$ cat src/rtl/core/ugnv_ram.sv
// Generic simple dual-port RAM with registered read.
module ugnv_ram #(
	parameter int WIDTH = 8,
	parameter int DEPTH = 16
) (
	input  logic                     clk,
	input  logic                     we,
	input  logic [$clog2(DEPTH)-1:0] waddr,
	input  logic [WIDTH-1:0]         wdata,
	input  logic [$clog2(DEPTH)-1:0] raddr,
	output logic [WIDTH-1:0]         rdata
);
	logic [WIDTH-1:0] mem [DEPTH];
	logic [WIDTH-1:0] rdata_q;

	always_ff @(posedge clk) begin
		if (we) begin
			mem[waddr] <= wdata;
		end
		rdata_q <= mem[raddr];
	end

	assign rdata = rdata_q;
endmodule

$ cat config.mk
export PLATFORM = sky130hd
export DESIGN_NAME = ugnv_ram
export DESIGN_NICKNAME = d
export VERILOG_FILES = /design/src/rtl/core/ugnv_ram.sv
export SDC_FILE = /design/constraint.sdc
export NUM_CORES = 1
export LEC_CHECK = 0
export BUFFER_PORTS_ARGS = -buffer_cell sky130_fd_sc_hd__buf_2
export CAP_MARGIN = 40
export CORE_ASPECT_RATIO = 1.75
export CORE_MARGIN = 5
export CORE_UTILIZATION = 60
export DETAILED_ROUTE_END_ITERATION = 12
export PLACE_DENSITY = 0.78
export SLEW_MARGIN = 20
export SYNTH_ARGS = -nofsm -noshare
export SYNTH_HDL_FRONTEND = slang
export SYNTH_SLANG_ARGS = --single-unit
$ cat constraint.sdc
create_clock -name clk -period 2 [get_ports clk]
set_input_delay 0.1 -clock clk [delete_from_list [all_inputs] [get_ports clk]]
set_output_delay 0.1 -clock clk [all_outputs]
set_load 0.03 [all_outputs]
### Word-level counts from Yosys, hierarchy flattened

Memory sizes are Yosys's and may differ from the RTL's. A register that Yosys moved wholly into a read port is not among the register bits.
Cells that the tools add are included.
Widths: inputs -> output; s select.

* word-level logic and storage cells: 3
* output and inout port bits: 8
* memory bits (writable): 128
* bits of input ports: 18
* flip-flop bits (word level): 0
* memories: 1

Memories
* mem: depth 16, width 8, rd ports 1, clocked after Yosys merged registers in 1, write ports 1, RTL line 13 `logic [WIDTH-1:0] mem [DEPTH];`

* multiplexer cells: 2

Operator list (count)
* $mux 1: 2

### Depth between registers and ports, before layout

* word-level depth: 2
* gate-level depth with buffers: 5
* gate-level depth less buffers: 3

### Worst setup path before layout

No wires, ideal clock.

* kind: in2reg
* from: in waddr[2]
* to: mem mem[0][0] (enable)
* setup time: 0.383 ns
* path slack: 0.407 ns
* cell stages on the path: 2
* required time: 1.617 ns
* arrival time: 1.210 ns
* path buffers: 0
* cell sequence: or3b_2 > nor3_1

RTL lines
* start: declaration: RTL line 8 `input logic [$clog2(DEPTH)-1:0] waddr,`
* end: declaration: RTL line 13

Straight into the memory's write port.

==> results.json <==
{
  "status": "finished, final reports clean",
  "cts_tree": "done",
  "ant_nets": 0,
  "rsz0062_at_grt": "no",
  "fin_skew_ps": 6.03,
  "ys_seq_elements": 136,
  "internal_power_w": 0.00501,
  "ioPinCount": 26,
  "fin_setup_tns_ps": 0,
  "timing.fmax_mhz": 755,
  "clkLatencyLatePin_ps": 420,
  "ys.flop_type": "edfxtp_1",
  "r2r_start": "mem[2][6]",
  "gr-usage-all-layers": 0.217,
  "portBuffers": 25,
  "synthXorXnorAreaFrac": 0,
  "rows": 44,
  "r2r-end": "rdata[6]",
  "dpl_cell_area_sq_um": 5500,
  "power_w": 0.00637,
  "relSlewSlack": 0.476,
  "slew_violations": 0,
  "reg2regPathDepth": 3,
  "setup_violations": 0,
  "syn_to_final_growth_pct": 17.3,
  "diodes": 0,
  "vias": 2483,
  "holdPathStages": 1,
  "overflow": 0,
  "post_cts_buffers": 0,
  "drive_gt1_frac": 0.308,
  "synth_edf_count": 128,
  "antenna_found_initial": 0,
  "gp_congestion": 0.773,
  "cts_htree_levels": 4,
  "worstSetupPathType": "reg2reg",
  "crit_chain": "mux4_2, a22oi_1, nand2_1",
  "cp.required_ps": 2290,
  "synth_compound_gate_area_share": 0.0233,
  "synth_area_sq_um": 5150,
  "yosys_warnings": 0,
  "p_clk_frac": 0.446,
  "wl_um": 10200,
  "syn_area_per_cell_sq_um": 22.5,
  "start_util": 0.615,
  "die_area_sq_um": 10600,
  "synth_top_family_by_area": "multiplexers",
  "worst_slew_pin_slew_ps": 785,
  "netlist_top_cells_area": "edfxtp_1 (75%), mux4_2 (7.9%), mux4_1 (7.1%)",
  "seqPwrFrac": 0.503,
  "cts_resized": 0,
  "fin_crit_sh": 0.663,
  "maxCapViolations": 0,
  "yosysSeqAreaShare": 0.778,
  "worstHoldPathType": "in2reg",
  "hold_violations": 0,
  "finish.instance_area_sq_um": 6040,
  "muxShareOfSynthArea": 0.150,
  "cts_inserted_buffers": 17,
  "p_leak_nw": 2.05,
  "cts.path.max_buffers": 2,
  "fin_crit_ps": 1330,
  "drc": 0,
  "drt-wirelength-per-cell_um": 24.8,
  "yosysTopAreaCellShare": 0.747,
  "combPwrFrac": 0.051,
  "drt_iter0_markers": 330,
  "grt_pass1_vias": 2568,
  "synth_largest_area_cell": "edfxtp_1",
  "die_w_um": 80.0,
  "min_from": "wdata[0]",
  "cpLargestDelayFamily": "multiplexers",
  "n_fill_cell": 510,
  "p_per_area_nw_per_um2": 1060,
  "synthArstFlopShare": 0,
  "holdBufCountCts": 0,
  "nets": 300,
  "netlist_instances": 229,
  "clock_sinks": 136,
  "ys_top_cells_by_count": "edfxtp_1 (128), mux4_2 (18), a22oi_1 (16)",
  "crit_cells": 3,
  "drt_pass1_iterations": 5,
  "hpwlAfterDp_um": 6160,
  "core-area_sq_um": 8370,
  "switching_share": 0.214,
  "worstHoldEndpoint": "mem[4][0]",
  "cp_max_fo": 1,
  "peakVddDrop_uv": 748,
  "crit_slowest_cell": "mux4_2",
  "grt_pass1_wl_um": 15700,
  "final_util": 0.722,
  "ys_types": 19,
  "die_y_um": 133,
  "endpoint_kind": "register",
  "path_buf_inv": 0,
  "cts-root-buf": "clkbuf_16",
  "path_clk_slew_ps": 60,
  "max_stage_delay_ps": 470,
  "switchingPower_w": 0.00136,
  "yosys.area_share.adder": 0,
  "yosysMostFrequentCell": "edfxtp_1",
  "reg2reg_slack_ps": 670,
  "cp.arrival_ps": 1610,
  "vias_per_cell": 6.06,
  "hold_ws_ps": 67.2,
  "synthSimpleGateAreaFrac": 0.0318,
  "syn_nets": 247,
  "start_kind": "register",
  "grt_max_degree": 33
}
[flip-flops by register name (all words and copies together) (netlist names)]
| signal | flops |
|---|---|
| mem | 128 |
| rdata | 8 |
[cells by family (layout without fill, tap and decap cells)]
group	Yosys count	in the layout
simple gates	35	35
mux	32	32
flops	136	136
compound gates	16	16
buf+inv	10	76
[metrics by stage]
stage / std cells / worst slack [ps]
after floorplan: 229 / 407
after global placement: 378 / 490
after detailed placement: 378 / 474
after CTS: 410 / 680
after global routing: 410 / 594
final: 410 / 675
[metal layers]
metal	global-route usage	up-vias	wire [um]
li1	-	1079	-
met1	0.288	1282	3960
met3	0.0673	13	613
met4	0.0705	0	142
met2	0.343	109	5440
met5	0	-	0
[layout make-up]
cell class / count / area [sq um] / area share
sequential: 136 / 4000 / 0.663
timing repair buffer: 44 / 293 / 0.0485
tap: 115 / 144 / 0.0238
clock inverter: 13 / 108 / 0.0178
clock buffer: 19 / 433 / 0.0717
multi-input combinational: 83 / 1060 / 0.175
[worst max-delay path by stage]
stage                    from   endpoint  slack, ps
global placement     raddr[0]   rdata[5]        490
floorplan            waddr[2]  mem[0][0]        410
CTS                 mem[2][1]   rdata[1]        680
detailed placement   raddr[0]   rdata[1]        470
global route        mem[0][1]   rdata[1]        590
finish              mem[2][6]   rdata[6]        670
[power by group through the flow]
stage / registers, W / logic, W / clock network [W]
after floorplan: 0.00330 / 0.000162 / 0
after global placement: 0.00326 / 0.000317 / 0
after detailed placement: 0.00327 / 0.000327 / 0
after CTS: 0.00321 / 0.000330 / 0.00288
after global routing: 0.00321 / 0.000352 / 0.00300
final: 0.00321 / 0.000326 / 0.00284
[cell usage in the layout (no fill, tap or decap)]
| master | synthesis | routed |
|---|---|---|
| and2b_1 | 1 | 1 |
| buf_12 | 0 | 2 |
| buf_4 | 1 | 17 |
| clkinv_2 | 0 | 3 |
| and2_1 | 1 | 1 |
| nand2_1 | 9 | 9 |
| nand3b_1 | 2 | 2 |
| nand2b_1 | 2 | 2 |
| nand3_1 | 1 | 1 |
| clkinv_1 | 0 | 2 |
| nor2_1 | 13 | 13 |
| nor3_1 | 4 | 4 |
| a22oi_1 | 16 | 16 |
| clkinvlp_4 | 0 | 5 |
| nor2b_1 | 1 | 1 |
| clkbuf_16 | 0 | 17 |
| mux4_2 | 18 | 18 |
| edfxtp_1 | 128 | 128 |
| or3b_2 | 1 | 1 |
| buf_2 | 3 | 25 |
| clkbuf_1 | 0 | 2 |
| dfxtp_1 | 8 | 8 |
| mux4_1 | 14 | 14 |
| bufinv_16 | 0 | 1 |
| clkinv_4 | 0 | 2 |
(Power assumes the default switching activity.)
