`src/rtl/core/ugnv_pkg.sv`:
```
// Shared constants, payload types and cell indexing for the uniform grid nearest-vertex block.
package ugnv_pkg;

	localparam int MAX_POINTS   = 4096;
	localparam int MAX_GRID_DIM = 32;
	localparam int COORD_BITS   = 24;

	localparam int ID_W       = 12;
	localparam int DSQ_W      = 50;
	localparam int CFG_W      = 24;
	localparam int GDIM_W     = 6;
	localparam int RECIP_W    = 16;
	localparam int RECIP_FRAC = 16;

	localparam int PT_AW      = $clog2(MAX_POINTS);
	localparam int PT_DEPTH   = 1 << PT_AW;
	localparam int CELL_BITS  = $clog2(MAX_GRID_DIM);
	localparam int CELL_AW    = 3 * CELL_BITS;
	localparam int CELL_DEPTH = 1 << CELL_AW;
	localparam int DIM_W      = $clog2(MAX_GRID_DIM + 1);
	localparam int OFF_W      = DIM_W + 1;
	localparam int CC_W       = COORD_BITS + 2;
	localparam int DIST_W     = 2 * COORD_BITS + 4;
	localparam int SWEEP_N    = (CELL_DEPTH > PT_DEPTH) ? CELL_DEPTH : PT_DEPTH;
	localparam int SWEEP_W    = $clog2(SWEEP_N);

	localparam logic [1:0] ACT_INSERT = 2'd0;
	localparam logic [1:0] ACT_QUERY  = 2'd1;
	localparam logic [1:0] ACT_CLEAR  = 2'd2;

	localparam logic [1:0] REG_GRID_DIM    = 2'd0;
	localparam logic [1:0] REG_GRID_ORIGIN = 2'd1;
	localparam logic [1:0] REG_CELL_RECIP  = 2'd2;

	typedef struct packed {
		logic [1:0]                   action;
		logic signed [COORD_BITS-1:0] pos_x;
		logic signed [COORD_BITS-1:0] pos_y;
		logic signed [COORD_BITS-1:0] pos_z;
		logic [ID_W-1:0]              point_id;
	} in_t;

	typedef struct packed {
		logic             hit;
		logic [ID_W-1:0]  nearest_id;
		logic [DSQ_W-1:0] best_dist_sq;
	} out_t;

	typedef struct packed {
		logic             used;
		logic [PT_AW-1:0] head;
		logic [PT_AW-1:0] tail;
	} head_t;

	typedef struct packed {
		logic                         used;
		logic                         nv;
		logic [PT_AW-1:0]             next;
		logic signed [COORD_BITS-1:0] x;
		logic signed [COORD_BITS-1:0] y;
		logic signed [COORD_BITS-1:0] z;
	} pt_t;

	// linear cell index x + y*d + z*d*d
	function automatic logic [CELL_AW-1:0] cell_lin(input logic [CELL_BITS-1:0] x,
		input logic [CELL_BITS-1:0] y, input logic [CELL_BITS-1:0] z,
		input logic [DIM_W-1:0] d, input logic [2*DIM_W-1:0] dd);
		logic [CELL_BITS+2*DIM_W:0] s;
		s = (CELL_BITS+2*DIM_W+1)'(x)
			+ (CELL_BITS+2*DIM_W+1)'(y) * (CELL_BITS+2*DIM_W+1)'(d)
			+ (CELL_BITS+2*DIM_W+1)'(z) * (CELL_BITS+2*DIM_W+1)'(dd);
		return s[CELL_AW-1:0];
	endfunction

endpackage

```
`src/rtl/core/ugnv_cell_calc.sv`:
```
// Position to cell coordinate: subtract origin, scale by reciprocal, floor.
module ugnv_cell_calc (
	input  logic                                    clk,
	input  logic signed [ugnv_pkg::COORD_BITS-1:0]  pos_x,
	input  logic signed [ugnv_pkg::COORD_BITS-1:0]  pos_y,
	input  logic signed [ugnv_pkg::COORD_BITS-1:0]  pos_z,
	input  logic signed [ugnv_pkg::COORD_BITS-1:0]  origin,
	input  logic [ugnv_pkg::RECIP_W-1:0]            recip,
	output logic signed [ugnv_pkg::CC_W-1:0]        cell_x,
	output logic signed [ugnv_pkg::CC_W-1:0]        cell_y,
	output logic signed [ugnv_pkg::CC_W-1:0]        cell_z
);
	import ugnv_pkg::*;

	localparam int PW = COORD_BITS + RECIP_W + 2;

	logic signed [CC_W-1:0] cell_x_q, cell_y_q, cell_z_q;

	function automatic logic signed [CC_W-1:0] to_cell(input logic signed [COORD_BITS-1:0] p,
		input logic signed [COORD_BITS-1:0] o, input logic [RECIP_W-1:0] rc);
		logic signed [COORD_BITS:0] diff;
		logic signed [PW-1:0]       prod;
		diff = (COORD_BITS+1)'(p) - (COORD_BITS+1)'(o);
		prod = PW'(diff) * $signed({1'b0, rc});
		// arithmetic shift gives floor for negative offsets
		return prod[PW-1:RECIP_FRAC];
	endfunction

	always_ff @(posedge clk) begin
		cell_x_q <= to_cell(pos_x, origin, recip);
		cell_y_q <= to_cell(pos_y, origin, recip);
		cell_z_q <= to_cell(pos_z, origin, recip);
	end

	assign cell_x = cell_x_q;
	assign cell_y = cell_y_q;
	assign cell_z = cell_z_q;
endmodule

```
`config.mk`:
```
export PLATFORM = sky130hd
export DESIGN_NAME = ugnv_cell_calc
export DESIGN_NICKNAME = d
export VERILOG_FILES = /design/src/rtl/core/ugnv_pkg.sv /design/src/rtl/core/ugnv_cell_calc.sv
export SDC_FILE = /design/constraint.sdc
export NUM_CORES = 2
export LEC_CHECK = 0
export ABC_AREA = 1
export ABC_CLOCK_PERIOD_IN_PS = 10100
export BUFFER_PORTS_ARGS = -buffer_cell sky130_fd_sc_hd__buf_2
export CELL_PAD_IN_SITES_DETAIL_PLACEMENT = 0
export CELL_PAD_IN_SITES_GLOBAL_PLACEMENT = 1
export CORE_MARGIN = 2
export CORE_UTILIZATION = 40
export CTS_CLUSTER_DIAMETER = 120
export CTS_CLUSTER_SIZE = 28
export DETAILED_ROUTE_END_ITERATION = 7
export PLACE_DENSITY_LB_ADDON = 0.1
export SKIP_CTS_REPAIR_TIMING = 1
export SLEW_MARGIN = 0
export SYNTH_ARGS = -nofsm -noshare
export SYNTH_HDL_FRONTEND = slang
export SYNTH_SLANG_ARGS = --single-unit
```
`constraint.sdc`:
```
create_clock -name clk -period 10.1 [get_ports clk]
set_input_delay 2.02 -clock clk [delete_from_list [all_inputs] [get_ports clk]]
set_output_delay 2.02 -clock clk [all_outputs]
set_load 0.03 [all_outputs]
```
# ---- After elaboration in Yosys (flattened, before gate mapping)
# Index checks and enable logic that the tools add are counted.
dict set report word_totals {
  regBits 78
  word_cells 9
}
dict set report classes {
  n_addsub 3
  multipliers 3
}
# operator count
set op_table {}
lappend op_table {{25-bit by 17-bit multiplier with 42-bit output} 3}
lappend op_table {{24-bit by 24-bit subtractor with 25-bit output} 3}

# ---- Longest topological paths before layout
dict set report depth {
  ltp_word 2
  ltp_mapped 39
}

# ---- Worst setup path after synthesis
# OpenSTA, ideal clock, no wires.
dict set report synth_path {
  path_type {input port to flip-flop}
  startpoint {input pos_x[0] (netlist bit)}
  endpoint {register cell_x_q[24], in the netlist cell_x[24]}
  arrival_time_ns 8.315
  required_ns 9.987
  setup_slack_ns 1.672
  path_stages 33
  n_path_buf 0
  path_cell_list {inv_1 -> ha_1 -> fa_1 -> inv_1 -> nand2_1 -> nand2_1 -> nand2_1 -> nand2_1 -> nand2_1 -> nand2_1 -> nand3_1 -> nand3_1 -> nand2_2 -> nand2_1 -> nor2_1 -> fa_1 -> inv_1 -> fa_1 -> inv_1 -> fa_1 -> fa_1 -> fa_1 -> inv_1 -> fa_1 -> inv_1 -> ha_1 -> nand2_1 -> nor2_1 -> inv_1 -> nor4_1 -> nand3_1 -> nand4_1 -> nand2_1}
}
dict set report synth_via {
  elab_chain_cells 2
}
# element line_no
set synth_lines {}
lappend synth_lines {{start, declared} ugnv_cell_calc.sv:4} ;# input logic signed [ugnv_pkg::COORD_BITS-1:0] pos_x,
lappend synth_lines {{24-bit by 24-bit subtractor with 25-bit output} ugnv_cell_calc.sv:23} ;# diff = (COORD_BITS+1)'(p) - (COORD_BITS+1)'(o);
lappend synth_lines {{25-bit by 17-bit multiplier with 42-bit output} ugnv_cell_calc.sv:24} ;# prod = PW'(diff) * $signed({1'b0, rc});
lappend synth_lines {{end signal, assigned} ugnv_cell_calc.sv:30} ;# cell_x_q <= to_cell(pos_x, origin, recip);
lappend synth_lines {{end, declared} ugnv_cell_calc.sv:17} ;# logic signed [CC_W-1:0] cell_x_q, cell_y_q, cell_z_q;
# Every way passes these cells.

# ---- Worst setup path after layout
dict set report layout_path {
  startpoint {input origin[11] (netlist bit)}
  endpoint {register cell_z_q[21], in the netlist cell_z[21]}
}
dict set report layout_via {
  elab_chain_cells 2
}
# element line_no
set layout_lines {}
lappend layout_lines {{start, declared} ugnv_cell_calc.sv:7} ;# input logic signed [ugnv_pkg::COORD_BITS-1:0] origin,
lappend layout_lines {{24-bit by 24-bit subtractor with 25-bit output} ugnv_cell_calc.sv:23}
lappend layout_lines {{25-bit by 17-bit multiplier with 42-bit output} ugnv_cell_calc.sv:24}
lappend layout_lines {{end signal, assigned} ugnv_cell_calc.sv:32} ;# cell_z_q <= to_cell(pos_z, origin, recip);
lappend layout_lines {{end, declared} ugnv_cell_calc.sv:17}
# Every way passes these cells.

==> summary.txt <==
Run status
  – Status: complete, no violations

STA
  – RSZ-0062 raised after global routing: false
  – # setup viols final: 0
  – Hold Fails Final Rpt: 0
  – Max Clk Rate: 105 MHz
  – Worst-Margin Slew: 1.21 ns
  – Period utilization: 0.942
  – Worst setup margin: 0.581 ns
  – Final slew viol count: 0
  – Final min period: 9.52 ns
  – Max_slew headroom: 0.189
  – Setup TNS: 0 ns

Route
  – DRT iter0 DRCs: 3434
  – Drt drc: 0
  – Highest metal used: met5
  – Via count: 43381
  – ANT nets after route: 0
  – WL/cell: 23.0 microns
  – Met2 WL: 84700 microns
  – WL final: around 190000 microns
  – M1 wire length: around 86000 microns
  – Met3 wire length: 14900 microns
  – Vias per std cell: approximately 5.2
  – First-pass detailed-route iteration total: 6

CTS
  – Num CTS Buffers: 9
  – TritonCTS clock tree: yes
  – CTS H-tree lvls: 3
  – Clk pin slew, worst setup/hold paths: 0.07 ns
  – Clk buf depth: 2
  – Clock root cell: clkbuf_16
  – Clk sink count: a little under 80

Worst setup path
  – Crit-path slowest cell: fa_1
  – Worst Path Required: about 10 ns
  – Max stage delay on crit path: 0.56 ns
  – Startpoint Class: input pin
  – CP bufs+invs: 8
  – Crit path max fanout: 7
  – WP data arrival: 9.85 ns
  – Top delay family on crit path: adder cells
  – Worst setup EP type: flip-flop
  – Critical path type: in -> reg

Synth
  – Most used flip-flop cell after synthesis: dfxtp_1
  – Top cells by instance count after synthesis: inv_1 (1659), fa_1 (1170), nand2_1 (1019)
  – Post-Syn Area: 0.0511 sq mm
  – YS warnings: 0
  – Most frequent cell after synthesis: inv_1
  – Yosys cell types: 52
  – Asr flop ratio synth: 0
  – Main area contributors after synthesis: fa_1 (46%), inv_1 (12%), ha_1 (9.2%), nand2_1 (7.5%), nand3_1 (5.7%)
  – Post-Syn Area per Cell: between 7 and 8 sq um
  – Gate Count Post-Synth: 6562
  – Cell accounting for the most synthesized area: fa_1
  – Top-area cell type share of the netlist area: 0.459
  – Post-synth EDFFs: 0
  – Post-synthesis sequential area ratio: 0.0306
  – Yosys reg bits: 78
  – Syn nets: slightly above 8000

Cells and area
  – Area grow syn2layout: 6.91%
  – Ratio of cells with drive above 1 in the final layout: 0.0745
  – Fin area: 0.0546 sq mm
  – Nets@finish: 8351
  – Layout fillers: 13486
  – Post-Layout Cell Count: roughly 8400

Global routing
  – Global-route wire length before repair: 291000 microns
  – Initial antenna violation count: 6
  – Global Route Usage Sum: 0.300
  – GRT overflow: 0
  – Largest net degree at the start of global routing: 76
  – Vias in the first global route: approximately 46000

Placement
  – DP HPWL: between 150000 and 200000 microns
  – Placed Area: about 0.054 sq mm
  – RePlAce Congestion: 0.955
  – Pre-CTS setup slack: 0.267 ns
  – Number of port buffers: 190
  – Inst Count DP: 8344

Floorplanning
  – Core area: 0.127 sq mm
  – Die Wd: 361 microns
  – Io pins: 191
  – Initial Util: 0.402
  – Die Height: approximately 360 microns
  – DIE AREA: 0.131 sq mm
  – Number of core rows: 131

Run
  – Max Cap Violations: 0

Min path
  – Worst hold path type: reg -> out
-- layout make-up --
cell class	count	area, sq um	area share
Sequential cell	78	1560	0.0286
Antenna cell	2	5.00	0.0000917
Multi-Input combinational cell	4596	42300	0.774
Clock inverter	7	104	0.00190
Tap cell	1662	2080	0.0381
Inverter	1681	6310	0.116
Clock buffer	9	225	0.00413
Timing Repair Buffer	327	2030	0.0372
-- cells in the final DEF (no fill, tap or decap), types with 104 or more instances in the layout --
master / Yosys / routed
a21oi_1: 214 / 214
buf_2: 43 / 190
inv_1: 1659 / 1657
o21ai_0: 104 / 104
fa_1: 1170 / 1170
ha_1: 375 / 375
nand2_1: 1019 / 1019
nor2_1: 722 / 722
buf_4: 6 / 133
nand3_1: 580 / 580
-- worst paths after layout --
| kind | startpoint | end | slack (ns) | cells after the start |
|---|---|---|---|---|
| worst max-delay path | origin[11] | cell_z[21] | 0.58 | 31 |
| worst min-delay path | cell_z[6] | cell_z[6] | 2.90 | 1 |
-- metal layers --
layer	global-route usage	vias to the layer above
li1	-	19732
met1	0.428	21816
met2	0.464	1587
met3	0.0549	240
met4	0.0884	6
met5	0	-
-- metrics by stage --
step,hold WS (ns),utilization
after global placement,2.45,0.427
after global routing,2.92,0.430
final,2.90,0.430
after floorplan,2.39,-
after detailed placement,2.45,0.427
after CTS,2.93,0.430
-- sequential cells by signal, summed over array words and instances (netlist names) --
signal and count:
cell_x 26, cell_y 26, cell_z 26
-- cell families after synthesis --
family | Yosys count | share of synthesized area
and+or+nand+nor | 2565 | 0.220
xor gates and xnor gates | 72 | 0.0124
AOI/OAI and AO/OA | 414 | 0.0450
buffers and inverters | 1888 | 0.142
DFF | 78 | 0.0306
adders and majority gates | 1545 | 0.551
Power is not shown: default switching activity piles up to over one toggle a cycle in this logic, so the estimate is an artifact.
