`src/rtl/core/ugnv_pkg.sv`:
```
// Shared constants, payload types and cell indexing for the uniform grid nearest-vertex block.
package ugnv_pkg;

	localparam int MAX_POINTS   = 4096;
	localparam int MAX_GRID_DIM = 32;
	localparam int COORD_BITS   = 24;

	localparam int ID_W       = 12;
	localparam int DSQ_W      = 50;
	localparam int CFG_W      = 24;
	localparam int GDIM_W     = 6;
	localparam int RECIP_W    = 16;
	localparam int RECIP_FRAC = 16;

	localparam int PT_AW      = $clog2(MAX_POINTS);
	localparam int PT_DEPTH   = 1 << PT_AW;
	localparam int CELL_BITS  = $clog2(MAX_GRID_DIM);
	localparam int CELL_AW    = 3 * CELL_BITS;
	localparam int CELL_DEPTH = 1 << CELL_AW;
	localparam int DIM_W      = $clog2(MAX_GRID_DIM + 1);
	localparam int OFF_W      = DIM_W + 1;
	localparam int CC_W       = COORD_BITS + 2;
	localparam int DIST_W     = 2 * COORD_BITS + 4;
	localparam int SWEEP_N    = (CELL_DEPTH > PT_DEPTH) ? CELL_DEPTH : PT_DEPTH;
	localparam int SWEEP_W    = $clog2(SWEEP_N);

	localparam logic [1:0] ACT_INSERT = 2'd0;
	localparam logic [1:0] ACT_QUERY  = 2'd1;
	localparam logic [1:0] ACT_CLEAR  = 2'd2;

	localparam logic [1:0] REG_GRID_DIM    = 2'd0;
	localparam logic [1:0] REG_GRID_ORIGIN = 2'd1;
	localparam logic [1:0] REG_CELL_RECIP  = 2'd2;

	typedef struct packed {
		logic [1:0]                   action;
		logic signed [COORD_BITS-1:0] pos_x;
		logic signed [COORD_BITS-1:0] pos_y;
		logic signed [COORD_BITS-1:0] pos_z;
		logic [ID_W-1:0]              point_id;
	} in_t;

	typedef struct packed {
		logic             hit;
		logic [ID_W-1:0]  nearest_id;
		logic [DSQ_W-1:0] best_dist_sq;
	} out_t;

	typedef struct packed {
		logic             used;
		logic [PT_AW-1:0] head;
		logic [PT_AW-1:0] tail;
	} head_t;

	typedef struct packed {
		logic                         used;
		logic                         nv;
		logic [PT_AW-1:0]             next;
		logic signed [COORD_BITS-1:0] x;
		logic signed [COORD_BITS-1:0] y;
		logic signed [COORD_BITS-1:0] z;
	} pt_t;

	// linear cell index x + y*d + z*d*d
	function automatic logic [CELL_AW-1:0] cell_lin(input logic [CELL_BITS-1:0] x,
		input logic [CELL_BITS-1:0] y, input logic [CELL_BITS-1:0] z,
		input logic [DIM_W-1:0] d, input logic [2*DIM_W-1:0] dd);
		logic [CELL_BITS+2*DIM_W:0] s;
		s = (CELL_BITS+2*DIM_W+1)'(x)
			+ (CELL_BITS+2*DIM_W+1)'(y) * (CELL_BITS+2*DIM_W+1)'(d)
			+ (CELL_BITS+2*DIM_W+1)'(z) * (CELL_BITS+2*DIM_W+1)'(dd);
		return s[CELL_AW-1:0];
	endfunction

endpackage

```
`src/rtl/core/ugnv_dist.sv`:
```
// Two-stage squared distance: three squares, then their sum.
module ugnv_dist (
	input  logic                                   clk,
	input  logic signed [ugnv_pkg::COORD_BITS-1:0] pt_x,
	input  logic signed [ugnv_pkg::COORD_BITS-1:0] pt_y,
	input  logic signed [ugnv_pkg::COORD_BITS-1:0] pt_z,
	input  logic signed [ugnv_pkg::COORD_BITS-1:0] q_x,
	input  logic signed [ugnv_pkg::COORD_BITS-1:0] q_y,
	input  logic signed [ugnv_pkg::COORD_BITS-1:0] q_z,
	output logic [ugnv_pkg::DIST_W-1:0]            dist_sq
);
	import ugnv_pkg::*;

	localparam int SQ_W = 2 * (COORD_BITS + 1);

	logic [SQ_W-1:0]   sq_x_s1, sq_y_s1, sq_z_s1;
	logic [DIST_W-1:0] sum_s2;

	function automatic logic [COORD_BITS:0] mag(input logic signed [COORD_BITS-1:0] a,
		input logic signed [COORD_BITS-1:0] b);
		logic signed [COORD_BITS:0] df;
		df = (COORD_BITS+1)'(a) - (COORD_BITS+1)'(b);
		return df[COORD_BITS] ? (COORD_BITS+1)'(-df) : (COORD_BITS+1)'(df);
	endfunction

	always_ff @(posedge clk) begin
		sq_x_s1 <= SQ_W'(mag(pt_x, q_x)) * SQ_W'(mag(pt_x, q_x));
		sq_y_s1 <= SQ_W'(mag(pt_y, q_y)) * SQ_W'(mag(pt_y, q_y));
		sq_z_s1 <= SQ_W'(mag(pt_z, q_z)) * SQ_W'(mag(pt_z, q_z));
		sum_s2  <= DIST_W'(sq_x_s1) + DIST_W'(sq_y_s1) + DIST_W'(sq_z_s1);
	end

	assign dist_sq = sum_s2;
endmodule

```
`config.mk`:
```
export PLATFORM = sky130hd
export DESIGN_NAME = ugnv_dist
export DESIGN_NICKNAME = d
export VERILOG_FILES = /design/src/rtl/core/ugnv_pkg.sv /design/src/rtl/core/ugnv_dist.sv
export SDC_FILE = /design/constraint.sdc
export NUM_CORES = 2
export LEC_CHECK = 0
export BUFFER_PORTS_ARGS = -buffer_cell sky130_fd_sc_hd__clkbuf_2
export CAP_MARGIN = 40
export CORE_MARGIN = 8
export CORE_UTILIZATION = 40
export DETAILED_ROUTE_END_ITERATION = 6
export PLACE_DENSITY = 0.58
export SLEW_MARGIN = 10
export SYNTH_ARGS = -nofsm -noshare
export SYNTH_HDL_FRONTEND = slang
export SYNTH_SLANG_ARGS = --single-unit
```
`constraint.sdc`:
```
create_clock -name clk -period 17.01 [get_ports clk]
set_input_delay 0.8505 -clock clk [delete_from_list [all_inputs] [get_ports clk]]
set_output_delay 0.8505 -clock clk [all_outputs]
set_load 0.02 [all_outputs]
```
Word-level counts from Yosys, hierarchy flattened

Cells that the tools add are included.

Flip-flop bits (word level): 202
Latch bits: 0
RAM bits: 0
ROM bits: 0
Logic and storage cells: 18
Memories: 0

$add $sub $neg: 8
Multiply operators: 3
Divide/modulo/power cells: 0
$lt $le $gt $ge: 0
Equality and inequality tests: 0
Shift operators: 0
Mux-type cells: 3
Bitwise gates (word level): 0
Reductions and logical operators: 0

Operator list:

| cell                                           | number |
|---|---|
| 25-bit by 25-bit multiplier with 50-bit output | 3 |
| 25-bit two-way mux                             | 3 |
| 25-bit negator                                 | 3 |
| 24-bit by 24-bit subtractor with 25-bit output | 3 |
| 51-bit by 50-bit adder with 52-bit output      | 1 |
| 50-bit by 50-bit adder with 51-bit output      | 1 |

Longest topological paths before layout

Depth after elaboration: 4
Mapped depth: 41
Mapped depth without buffers: 40

Worst setup path before layout

Ideal clock, no wire load.

Path kind: in2reg
Start point: input port pt_z[0] (netlist name)
End point: register sq_z_s1[49]
Arrival: 10.431 ns
Path slack: 6.459 ns
Stages on the path: 39
Buffers on the path: 2
Path through: inv_1 -> ha_1 -> fa_1 -> nand2b_1 -> a21o_1 -> and2_1 -> o32a_1 -> a311o_1 -> a22oi_1 -> buf_2 -> nor2_1 -> xnor2_1 -> inv_1 -> clkbuf_1 -> nand2_1 -> fa_1 -> fa_1 -> inv_1 -> [... 3 more ...] -> inv_1 -> fa_1 -> fa_1 -> inv_1 -> fa_1 -> inv_1 -> ha_1 -> a21o_1 -> a21o_1 -> a21oi_1 -> nand2_1 -> o31ai_1 -> and3b_1 -> nor4b_1 -> o31ai_1 -> a221oi_1 -> a21oi_1 -> xnor2_1

Cells in the longest elaborated chain, start to end: 4

Ends and longest elaborated chain:

| what                                             | RTL line        | text |
|---|---|---|
| start, declared                                  | ugnv_dist.sv:6  | `input logic signed [ugnv_pkg::COORD_BITS-1:0] pt_z,` |
| 24-bit by 24-bit subtractor with 25-bit output * | ugnv_dist.sv:22 | `df = (COORD_BITS+1)'(a) - (COORD_BITS+1)'(b);` |
| 25-bit negator                                   | ugnv_dist.sv:23 | `return df[COORD_BITS] ? (COORD_BITS+1)'(-df) : (COORD_BITS+1)'(df);` |
| 25-bit two-way mux *                             | ugnv_dist.sv:23 |  |
| 25-bit by 25-bit multiplier with 50-bit output * | ugnv_dist.sv:29 | `sq_z_s1 <= SQ_W'(mag(pt_z, q_z)) * SQ_W'(mag(pt_z, q_z));` |
| end signal, assigned                             | ugnv_dist.sv:29 |  |
| end, declared                                    | ugnv_dist.sv:16 | `logic [SQ_W-1:0] sq_x_s1, sq_y_s1, sq_z_s1;` |

Mark *: on every way between the ends. The rest lies on a longest branch, timed or not.

Final worst setup path

Ends and elaborated chain as after synthesis.

==> impl.org <==
** Critical path
- The worst register-to-register path begins at sq_z_s1[4].
- Crit Path Category :: in2reg
- For the worst flop-to-flop path, the logic depth is 13.
- Crit start category :: input pin
- Max FO, Critical Path :: 20
- In this run the register-to-register setup slack is 11.58 ns.
- Counting stages on the worst path, the most repeated cell is sky130_fd_sc_hd__fa_1.
- Endpoint kind of the worst setup timing path :: flop
- Crit Reg-Reg Endpoint :: dist_sq[50]
- Largest incremental delay on the critical path :: 0.71 ns
- Required time worst endpoint :: 17.39 ns
- Worst-path cell with the longest stage delay :: sky130_fd_sc_hd__xor2_1
- Arrival time at the worst endpoint :: 12.45 ns

** STA
- Final worst path period need :: 12.08 ns
- Fmax :: 82.8 MHz
- Pins Over Slew Limit :: 0
- The worst pin sits at a relative slew slack of 38.5%.
- Final worst-path cycle share :: 71.0%
- Worst Hold Slack :: 0.568 ns
- Final setup violation count :: 0
- Across all setup checks in the final design, the least slack found is 4.93 ns.
- Slew at the pin closest to its max-slew limit :: 0.911 ns
- For the final database, setup skew stands at 0.0165 ns.
- Count of endpoints failing hold in the final timing report :: 0
- Setup repair after global routing left no endpoint under its margin.
- Setup_tns :: 0 ns

** GRT
- Congestion Overflow GR :: 0
- Total routing usage reported by global routing :: 20.7%
- Wire length of the first global-routing pass :: 294,000 um
- The via count of the first global-routing pass was 53,700.
- Entering global routing, the biggest net connects 31 pins.
- The number of antenna violations at the first check in global routing was 7.

** Clock tree
- Post-CTS repair changed the size of 0 cells.
- TritonCTS built the clock tree.
- At the later pin of the worst-skew pair, clock insertion delay measures 0.48 ns.
- Counting along the longest clock path gives a buffer depth of 2.
- The tree is rooted in a sky130_fd_sc_hd__clkbuf_16.
- The H-tree was split into 4 levels.
- Hold buffers post-CTS :: 0
- Buffers inserted during clock tree synthesis total 17.
- Post CTS Setup Buffer Count :: 0
- Post-CTS clock slew at the launch and capture registers of the worst setup and hold paths :: 0.08 ns
- The clock net in this run drives a total of 199 sinks.

** Placed design
- DP Worst Slack :: 4.50 ns
- Routability congestion estimate :: 0.902
- Detailed placement finished with a half-perimeter wire length of 154,000 um.
- Count of buffers from port buffering :: 196

** Cells and area
- Area used by multi-input combinational logic :: 54,000 sq um
- The layout has 16,200 filler cells.
- Leaving out fill and tap cells, the most frequent cell in the layout is sky130_fd_sc_hd__inv_1.
- The sequential cells in the finished layout cover a total of 3980 sq um.
- Relative to the synthesized area, the layout overhead comes to 6.99%.
- Layout cell share with drive strength beyond 1 :: 6.29%
- After the last flow step, the layout net total stands at 9,658.
- In the layout the commonest cells are sky130_fd_sc_hd__inv_1 (1,898), sky130_fd_sc_hd__fa_1 (1,457), sky130_fd_sc_hd__ha_1 (665).

** Hold path
- Worst hold endpoint :: dist_sq[0]
- Class of the worst hold path :: reg2reg
- Along the worst hold path, the cell count comes to 3.
- The startpoint identified for the worst hold timing path is sq_z_s1[0].

** Run status
- The flow ran to the end, and the final reports show no timing, DRC or antenna violations.

** Run
- Max-cap violations in this run came to 0.

** Floorplanning
- Effective utilization at floorplan :: 40.3%
- Site Rows :: 148
- The die covers 177,000 sq um.
- The floorplan step set the die width to 421 um.
- In this run the vertical extent of the chip is 421 um.
- The region available for standard cell placement spans 163,000 sq um.
- In this run the count of I/O pins placed on the die edge is 197.

** Detailed routing
- Via count of the routed design :: 48,900
- In this run the remaining antenna-violating nets after routing total 0.
- Via density :: 5.10
- After the first detailed-routing iteration, the DRC count stood at 3,248.
- The pre-antenna-repair detailed-routing pass consisted of 6 iterations.
- Routed length per placed instance :: 19.0 um
- After detailed routing, the total wire length is 182,000 um.
- Total DRC errors in the routed layout :: 0

** Synth
- Number of instances in the synthesized netlist :: 7,235
- The mapped netlist covers 65,700 sq um.
- For this run, the leading register cell type out of synthesis is sky130_fd_sc_hd__dfxtp_1.
- Synth warnings :: 0
- Synth Register Bits :: 199
- Distinct cell type count after synthesis :: 108
- In the synthesized netlist the async set-or-reset flop fraction comes to 0%.
- A synthesized cell averages 9.08 sq um.
- After synthesis, flip-flops and latches occupy 6.07% of the total area.
- Number of synthesized flops with an enable pin :: 0
## worst max path at each step
stage	start	slack, ns	cells past startpoint	end
finish	pt_z[0]	4.93	38	sq_z_s1[49]
floorplan	pt_z[0]	6.46	39	sq_z_s1[49]
global placement	pt_z[0]	4.04	36	sq_z_s1[49]
detailed placement	pt_z[0]	4.50	38	sq_z_s1[49]
global route	q_z[8]	4.14	37	sq_z_s1[49]
CTS	pt_z[0]	4.97	38	sq_z_s1[49]
## critical path, delay by kind of cell
family,cells,cell delay [ns]
adders and majority gates,10,4.43
AOI/OAI and AO/OA,11,2.94
and+or+nand+nor,7,2.14
xor gates and xnor gates,3,1.05
buffers and inverters,7,1.00
## cells by family after synthesis
| group | synth area share (%) |
|---|---|
| buffers and inverters | 12.3 |
| other | 0.0114 |
| xor gates and xnor gates | 4.50 |
| and+or+nand+nor | 11.0 |
| AOI/OAI and AO/OA | 8.91 |
| DFF | 6.07 |
| muxes | 0.158 |
| adders and majority gates | 57.1 |
## cell usage after synthesis (all sizes together), types with 10 or more instances
| library cell | count | area (sq um) |
|---|---|---|
| nand3 | 69 | 355 |
| inv | 1909 | 7170 |
| o21a | 26 | 195 |
| or3 | 17 | 111 |
| a21oi | 266 | 1350 |
| or2 | 35 | 219 |
| o211ai | 16 | 120 |
| and4 | 12 | 105 |
| fa | 1457 | 29200 |
| xor2 | 117 | 1070 |
| a211oi | 34 | 260 |
| nor3b | 11 | 87.6 |
| nand2 | 551 | 2070 |
| clkbuf | 154 | 581 |
| a21boi | 12 | 90.1 |
| nor2 | 581 | 2230 |
| o21ai | 119 | 599 |
| o22ai | 10 | 62.6 |
| nand2b | 43 | 269 |
| a31oi | 30 | 194 |
| nand4 | 36 | 225 |
| dfxtp | 199 | 3980 |
| ha | 665 | 8320 |
| nor2b | 46 | 295 |
| a21o | 165 | 1240 |
| nor4 | 27 | 272 |
| buf | 54 | 279 |
| and2 | 23 | 144 |
| o31ai | 20 | 155 |
| and3 | 52 | 325 |
| o2111ai | 11 | 96.3 |
| a211o | 13 | 114 |
| o21bai | 43 | 323 |
| nor3 | 51 | 260 |
| xnor2 | 205 | 1890 |
## flip-flops by register name, indices dropped and copies added, names as in the netlist
signal and count:
dist_sq 52, sq_x_s1 49, sq_y_s1 49, sq_z_s1 49
## through the flow
stage               utilization, %  instances  area, sq um
finish                        43.1       9580        70300
global route                  43.1       9579        70300
CTS                           43.1       9579        70300
detailed placement            42.7       9547        69600
global placement              42.6       9533        69400
floorplan                        -       7291        65900
## layout make-up
| class | count | area share, % |
|---|---|---|
| inverters | 1914 | 10.2 |
| clock inverters | 15 | 0.258 |
| repair buffers | 289 | 2.52 |
| well taps | 2175 | 3.87 |
| multi-input cells | 4970 | 76.8 |
| flip-flops and latches | 199 | 5.67 |
| diodes | 1 | 0.00356 |
| clock buffers | 17 | 0.605 |
## per-layer routing
layer  vias to the layer above  GRT usage, %  part of all wire, %
li1                      22300             -                    -
met1                     24700          26.9                   41
met2                      1552          35.6                   48
met3                       322          2.94                  6.5
met4                         0          6.53                  3.7
met5                         -             0                    0
Power is not shown: default switching activity piles up to over one toggle a cycle in this logic, so the estimate is an artifact.
